[src/hdl/plc_pkg.sv]
package plc_pkg;

  localparam int PLC_CAP_DEF = 64;
  localparam int PLC_CAP_MAX = 1024;
  // wide enough for any index or count up to the largest store
  localparam int PLC_IDX_W = $clog2(PLC_CAP_MAX + 1);
  localparam int PLC_VAL_W = 32;
  localparam int PLC_POS_W = 7;
  localparam int PLC_LEN_W = 7;
  localparam int PLC_ST_W = 2;

  localparam logic [PLC_ST_W-1:0] PLC_ST_DONE  = 2'd0;
  localparam logic [PLC_ST_W-1:0] PLC_ST_FULL  = 2'd1;
  localparam logic [PLC_ST_W-1:0] PLC_ST_RANGE = 2'd2;

  typedef enum logic [2:0] {
    CMD_INS_FRONT = 3'd0,
    CMD_INS_END   = 3'd1,
    CMD_INS_AT    = 3'd2,
    CMD_DEL_FRONT = 3'd3,
    CMD_DEL_END   = 3'd4,
    CMD_DEL_AT    = 3'd5,
    CMD_REVERSE   = 3'd6,
    CMD_READ      = 3'd7
  } plc_cmd_t;

  typedef struct packed {
    plc_cmd_t                     command;
    logic signed [PLC_VAL_W-1:0]  value;
    logic        [PLC_POS_W-1:0]  position;
  } plc_in_t;

  typedef struct packed {
    logic        [PLC_ST_W-1:0]   status;
    logic        [PLC_LEN_W-1:0]  length;
    logic signed [PLC_VAL_W-1:0]  read_value;
  } plc_out_t;

  // broadcast from the controller to every cell
  typedef struct packed {
    logic                         ins;
    logic                         del;
    logic                         rd_load;
    logic                         rd_shift;
    logic        [PLC_IDX_W-1:0]  target;
    logic signed [PLC_VAL_W-1:0]  value;
  } plc_cell_ctl_t;

endpackage

[src/hdl/plc_cell.sv]
module plc_cell #(
  parameter int INDEX = 0
) (
  input  logic                                 clk,
  input  plc_pkg::plc_cell_ctl_t               ctl,
  input  logic signed [plc_pkg::PLC_VAL_W-1:0] left_dat,
  input  logic signed [plc_pkg::PLC_VAL_W-1:0] right_dat,
  input  logic signed [plc_pkg::PLC_VAL_W-1:0] right_rbus,
  output logic signed [plc_pkg::PLC_VAL_W-1:0] dat,
  output logic signed [plc_pkg::PLC_VAL_W-1:0] rbus
);

  localparam logic [plc_pkg::PLC_IDX_W-1:0] IDX = plc_pkg::PLC_IDX_W'(INDEX);

  logic signed [plc_pkg::PLC_VAL_W-1:0] dat_r;
  logic signed [plc_pkg::PLC_VAL_W-1:0] rbus_r;

  always_ff @(posedge clk) begin
    if (ctl.ins) begin
      // open a gap at target, everything above moves up one cell
      if (IDX > ctl.target) begin
        dat_r <= left_dat;
      end else if (IDX == ctl.target) begin
        dat_r <= ctl.value;
      end
    end else if (ctl.del) begin
      if (IDX >= ctl.target) begin
        dat_r <= right_dat;
      end
    end
  end

  // read bus: snapshot of the row, then shifts toward cell zero
  always_ff @(posedge clk) begin
    if (ctl.rd_load) begin
      rbus_r <= dat_r;
    end else if (ctl.rd_shift) begin
      rbus_r <= right_rbus;
    end
  end

  assign dat  = dat_r;
  assign rbus = rbus_r;

endmodule
[config.mk]
export PLATFORM = sky130hd
export DESIGN_NAME = plc_cell
export DESIGN_NICKNAME = d
export VERILOG_FILES = /design/src/hdl/plc_pkg.sv /design/src/hdl/plc_cell.sv
export SDC_FILE = /design/constraint.sdc
export NUM_CORES = 1
export LEC_CHECK = 0
export BUFFER_PORTS_ARGS = -buffer_cell sky130_fd_sc_hd__buf_2
export CAP_MARGIN = 5
export CELL_PAD_IN_SITES_DETAIL_PLACEMENT = 1
export CELL_PAD_IN_SITES_GLOBAL_PLACEMENT = 2
export CORE_UTILIZATION = 27
export CTS_BUF_LIST = sky130_fd_sc_hd__clkbuf_4
export DETAILED_ROUTE_END_ITERATION = 7
export HOLD_SLACK_MARGIN = 0.03
export PLACE_DENSITY_LB_ADDON = 0.25
export SYNTH_ARGS = -nofsm -noshare
export SYNTH_HDL_FRONTEND = slang
export SYNTH_SLANG_ARGS = --single-unit
[constraint.sdc]
create_clock -name clk -period 2.5 [get_ports clk]
set_input_delay 0.5 -clock clk [delete_from_list [all_inputs] [get_ports clk]]
set_output_delay 0.5 -clock clk [all_outputs]
set_load 0.02 [all_outputs]
==> results by group, run 1 <==
Synth
  • Synthesis-stage register bit count: 64
  • Mapped Cells: 141
  • Syn_area_per_cell: 21.55 sq um
  • Sequential area share after synthesis: 63.26%
  • Post-Syn Nets: 285
  • Cell taking the most area after synthesis: edfxtp_1
  • Distinct cells, synth: 9
  • Top cells by area, synth: edfxtp_1 (63%), mux2_4 (29%), buf_12 (4.0%), mux2_2 (2.2%), buf_6 (0.74%)
  • Synth top area share: 63.26%
  • YS warnings: 0
  • Mapped cell area: 3038 sq um

Final layout
  • Nets: 473
  • Layout area overhead: 36.12%
  • Share of post-route cells with drive strength above 1: 78.98%
  • Antenna diodes: 0
  • Design Area, Final: 4135 sq um
  • Post-Route Utilization: 37.98%
  • Commonest non-fill, non-tap cell in the layout: buf_2
  • Most frequent cells in the layout: buf_2 (175), edfxtp_1 (64), mux2_4 (58), clkbuf_4 (10), buf_4 (9)
  • # fillers: 1191

Floorplan
  • Core box area: 10890 sq um
  • Starting Density: 27.90%
  • FP Rows: 38
  • Total Die Area: 11680 sq um
  • Chip height: 108.1 microns
  • Top Ports: 208
  • Die Wd: 108.1 microns

Drt
  • First-iteration detailed-routing DRC count: 39
  • Total routed wirelength: 7.283 mm
  • TritonRoute pass-1 iters: 4
  • DRC: 0
  • Avg Vias per Cell: 4.150
  • Antenna-violating nets left: 0
  • DR vias: 1963
  • Post-DR wirelength/cell: 15.40 microns

Global routing
  • All-Layer GR Usage: 12.52%
  • Largest net degree at the start of global routing: 20
  • GRT overflow: 0
  • First-pass GRT wire length: 10.55 mm
  • Vias in the first global route: 2076
  • Initial antenna violation count: 0

STA
  • Crit path time final: 1.510 ns
  • Max-slew violations: 0
  • Count of final hold-check violations: 0
  • Clock skew: 0.01208 ns
  • Endpoints failing setup: 0
  • Fmax: 662.2 MHz
  • Tightest Pin Transition: 0.3812 ns
  • Period utilisation layout: 60.40%
  • Final worst setup slack: 0.9900 ns
  • RSZ-0062 raised after global routing: false
  • Rel. slew slack: 74.58%
  • TNS Setup: 0 ns

Worst hold path
  • Hold Path Class: input port to flip-flop
  • Hold Crit Depth: 2
  • Hold Path Sink: dat[11]$_DFFE_PP_
  • Worst Hold Launch: right_dat[11]

Worst setup path
  • Slowest stage delay, CP: 0.43 ns
  • Crit-path max FO: 2
  • Crit start category: flip-flop
  • CP bufs+invs: 1
  • Reg-to-reg slack, setup: 1.55 ns
  • Worst path slowest cell: edfxtp_1
  • Crit-path cells: buf_2
  • Cell family with most CP delay: flip-flops
  • Critical Path Source: dat[6]$_DFFE_PP_
  • Critical path arrival: 1.01 ns
  • CP Class: flip-flop to output port
  • Crit end category: output port
  • Worst reg2reg path depth: 1
  • Reg2reg end: rbus[6]$_DFFE_PP_
  • Critical path depth: 1
  • RR Startpoint: dat[6]$_DFFE_PP_
  • WP data required: 2.00 ns

Power and ir drop
  • Flop pwr share: 57.6%
  • Power per cell area: 518.1 nW/um^2
  • Total power: 2.142 mW
  • Leakage: 1.917 nW
  • Switching pwr: 0.5216 mW
  • Max VDD drop: 0.1788 mV
  • P_int: 1.621 mW
  • Switching share of power: 24.35%
  • Clock Power Share: 26.4%
  • Combinational share of power: 16.0%

CTS
  • Post-CTS setup buffers: 0
  • CTS Root Cell: clkbuf_4
  • CTS sink count: 64
  • Cts repair resizes: 0
  • Clk_lat worst skew: 0.39 ns
  • H-tree level count: 3
  • CTS Buffer Depth: 2
  • Clock-pin slew on the worst setup and hold paths: 0.11 ns
  • Post-CTS Hold Buffers: 0
  • CTS buffer count: 9
  • CTS tree: yes

Place
  • Post-Place Worst Slack: 0.5829 ns
  • Detailed placement HPWL: 5.859 mm
  • Port bufs: 175
  • DP Area: 4035 sq um
  • Gpl congestion: 0.7251

Status
  • Status: finished clean

Job
  • Max-cap viol count: 0
-- cells by family (layout without fill, tap and decap cells) --
kind of cell	count (synthesis)	count (layout)	share of synthesized area, %
compound gates	1	1	0.3706
flops	64	64	63.26
buf+inv	8	200	4.695
simple gates	4	4	0.7824
mux	64	64	30.89
-- stage by stage --
step | instances | hold WS, ns
after floorplan | 141 | 0.7166
after global placement | 458 | 0.5572
after detailed placement | 458 | 0.5638
after CTS | 473 | 0.3597
after global routing | 473 | 0.3566
final | 473 | 0.3915
-- Yosys cell counts, drive strengths merged --
cell type / count
edfxtp: 64
mux2: 64
buf: 8
nor4: 2
nor3: 1
o2111a: 1
or2: 1
-- routing by layer --
layer	global-route usage, %	share of wire (%)
met5	0	0
met4	5.871	1.5
met3	3.858	8.9
met2	21.79	51
met1	13.88	39
-- area by class of cell --
cell class	count	area, sq um	area share, %
well taps	140	175.2	4.236
flip-flops and latches	64	1922	46.47
clock buffers	10	75.07	1.815
clock inverters	5	25.02	0.6051
repair buffers	185	963.4	23.30
multi-input cells	69	974.7	23.57
-- power groups by stage --
stage / logic [mW] / registers (mW) / clock network [mW]
after floorplan: 0.165 / 1.31 / 0
after global placement: 0.343 / 1.26 / 0
after detailed placement: 0.350 / 1.26 / 0
after CTS: 0.351 / 1.24 / 0.595
after global routing: 0.369 / 1.24 / 0.632
final: 0.343 / 1.23 / 0.565
-- registers in the layout (all words and copies together) (netlist names) --
register and cells:
rbus 32, dat 32
-- how the worst max path moves through the flow --
stage                       endpoint
floorplan           dat[0]$_DFFE_PP_
global placement    dat[2]$_DFFE_PP_
detailed placement  dat[5]$_DFFE_PP_
CTS                           dat[9]
global route                 dat[18]
finish                        dat[6]
Power figures use the tool's default switching activity.
==> inputs of run 2 (changes only) <==
- CORE_UTILIZATION: 27 -> 24
- clock period: 2.5 -> 1.3 ns (I/O delays scaled with it)
==> run 2 against run 1 <==
Against the previous run:
- critical path type unchanged
- wire length up 8.0%
- sequential cell count unchanged
- die area up 12%
- register-to-register slack worse by 1.5 ns
- global-route usage down 0.55 points
- critical endpoint is now dat[15]
- final area up 7.4%
- first-iteration DRC count up 140%
- cell count up 8.9%
- hold slack worse by 0.24 ns
==> results by group, run 2 (synthesis gave the netlist of run 1 again) <==
Status
  • Status: finished clean (unchanged)

Worst setup path
  • Cell family with most CP delay: flip-flops (unchanged)
  • Crit-path max FO: 2 (unchanged)
  • Crit end category: output port (unchanged)
  • Worst path slowest cell: edfxtp_1 (unchanged)
  • CP Class: flip-flop to output port (unchanged)
  • WP data required: 1.04 ns (was 2.00 ns)
  • Reg-to-reg slack, setup: 0.09 ns (was 1.55 ns)
  • CP bufs+invs: 1 (unchanged)
  • Slowest stage delay, CP: 0.45 ns (was 0.43 ns)
  • Crit start category: flip-flop (unchanged)
  • Crit-path cells: buf_6 (was buf_2)
  • Critical path arrival: 1.01 ns (about the same)

Floorplan
  • Total Die Area: 13110 sq um (was 11680 sq um)
  • Starting Density: 24.98% (was 27.90%)
  • FP Rows: 40 (was 38)
  • Core box area: 12160 sq um (was 10890 sq um)
  • Top Ports: 208 (unchanged)
  • Die Wd: 114.5 microns (was 108.1 microns)
  • Chip height: 114.5 microns (was 108.1 microns)

CTS
  • Clk_lat worst skew: 0.40 ns (was 0.39 ns)
  • CTS Root Cell: clkbuf_4 (unchanged)
  • CTS Buffer Depth: 2 (unchanged)
  • H-tree level count: 3 (unchanged)
  • CTS tree: yes (unchanged)
  • CTS sink count: 64 (unchanged)
  • Clock-pin slew on the worst setup and hold paths: 0.11 ns (about the same)
  • CTS buffer count: 9 (unchanged)

STA
  • Period utilisation layout: 97.90%
  • Tightest Pin Transition: 0.4815 ns (was 0.3812 ns)
  • Endpoints failing setup: 0 (unchanged)
  • Max-slew violations: 0 (unchanged)
  • Count of final hold-check violations: 0 (unchanged)
  • Fmax: 785.8 MHz
  • Crit path time final: 1.273 ns
  • RSZ-0062 raised after global routing: true (was false)
  • Rel. slew slack: 67.90% (was 74.58%)
  • Clock skew: 0.01475 ns (was 0.01208 ns)

Power and ir drop
  • P_int: 3.354 mW (was 1.621 mW)
  • Max VDD drop: 0.2994 mV (was 0.1788 mV)
  • Leakage: 2.040 nW (was 1.917 nW)
  • Switching pwr: 1.022 mW (was 0.5216 mW)
  • Switching share of power: 23.35% (was 24.35%)
  • Clock Power Share: 30.2% (was 26.4%)
  • Combinational share of power: 15.4% (was 16.0%)
  • Flop pwr share: 54.3% (was 57.6%)
  • Power per cell area: 985.2 nW/um^2 (was 518.1 nW/um^2)

Final layout
  • Most frequent cells in the layout: buf_2 (163), edfxtp_1 (64), mux2_4 (58), buf_4 (17), buf_6 (12) (was buf_2 (175), edfxtp_1 (64), mux2_4 (58), clkbuf_4 (10), buf_4 (9))
  • Nets: 485 (was 473)
  • Design Area, Final: 4442 sq um (was 4135 sq um)
  • Layout area overhead: 46.21% (was 36.12%)
  • Post-Layout Cell Count: 515 (was 473)
  • Share of post-route cells with drive strength above 1: 80.64% (was 78.98%)
  • Commonest non-fill, non-tap cell in the layout: buf_2 (unchanged)

Worst hold path
  • Hold Path Class: input port to flip-flop (unchanged)

Global routing
  • First-pass GRT wire length: 11.43 mm (was 10.55 mm)
  • GRT overflow: 0 (unchanged)
  • Vias in the first global route: 2123 (was 2076)
  • Initial antenna violation count: 0 (unchanged)
  • Largest net degree at the start of global routing: 33 (was 20)
  • All-Layer GR Usage: 11.97% (was 12.52%)

Place
  • Gpl congestion: 0.7032 (was 0.7251)
  • DP Area: 4121 sq um (was 4035 sq um)
  • Detailed placement HPWL: 6.189 mm (was 5.859 mm)
  • Post-placement cell count: 483 (was 458)
  • Port bufs: 175 (unchanged)

Drt
  • TritonRoute pass-1 iters: 4 (unchanged)
  • DR vias: 2028 (was 1963)
  • Antenna-violating nets left: 0 (unchanged)
  • Post-DR wirelength/cell: 15.27 microns (was 15.40 microns)
  • Avg Vias per Cell: 3.938 (was 4.150)
  • DRC: 0 (unchanged)
  • First-iteration detailed-routing DRC count: 93 (was 39)
  • Total routed wirelength: 7.863 mm (was 7.283 mm)

Job
  • Max-cap viol count: 0 (unchanged)
==> run 2: cell types whose count changed in the layout (fill, tap and decap cells not counted), sizes merged <==
cell	delta
bufinv	+1
clkbuf	+1
diode	+1
clkinvlp	-1
buf	+12
==> run 2: power by group through the flow <==
stage | Clock (mW) | Combinational (mW) | Sequential [mW]
after floorplan | 0 | 0.323 | 2.53
after global placement | 0 | 0.683 | 2.42
after detailed placement | 0 | 0.692 | 2.43
after CTS | 1.38 | 0.694 | 2.38
after global routing | 1.45 | 0.726 | 2.39
final | 1.32 | 0.676 | 2.38
==> run 2: layout make-up <==
type	instances	area (sq um)
fill	1319	7720
tap	168	210.2
multi-input combinational	69	998.5
clock inverter	5	47.55
timing repair buffer	197	1179
antenna	1	2.502
sequential	64	1922
clock buffer	11	82.58
==> run 2: what timing repair did <==
action,CTS,global route
resized for setup,6,18
setup endpoints to repair,5,21
hold buffers,0,0
pin swaps,0,0
buffers inserted,4,11
==> run 2: per-layer routing <==
layer  up-vias  track usage (%)  routed length, microns
met1       963            12.48                    2934
met3        10            4.500                     644
li1        955                -                       -
met5         -                0                       0
met4         0            4.502                     122
met2       100            21.78                    4162
==> run 2: per-stage QoR <==
step	util, %	total power [mW]	hold WS, ns	setup slack [ns]	TNS (ns)
floorplan	-	2.848	0.4775	-0.1749	-5.598
global placement	33.89	3.104	0.5580	-0.1188	-4.132
detailed placement	33.89	3.119	0.5640	-0.1471	-5.075
CTS	35.36	4.450	0.1121	0.0005228	0
global route	36.50	4.561	0.1101	-0.02625	-0.08355
finish	36.52	4.376	0.1469	0.02736	0
==> run 2: final timing paths <==
path | from | end | cells after the start
min | right_dat[17] | dat[17]$_DFFE_PP_ | 2
max | dat[15]$_DFFE_PP_ | dat[15] | 1
max reg2reg | dat[15]$_DFFE_PP_ | rbus[15]$_DFFE_PP_ | 3
min reg2reg | dat[1]$_DFFE_PP_ | rbus[1]$_DFFE_PP_ | 1
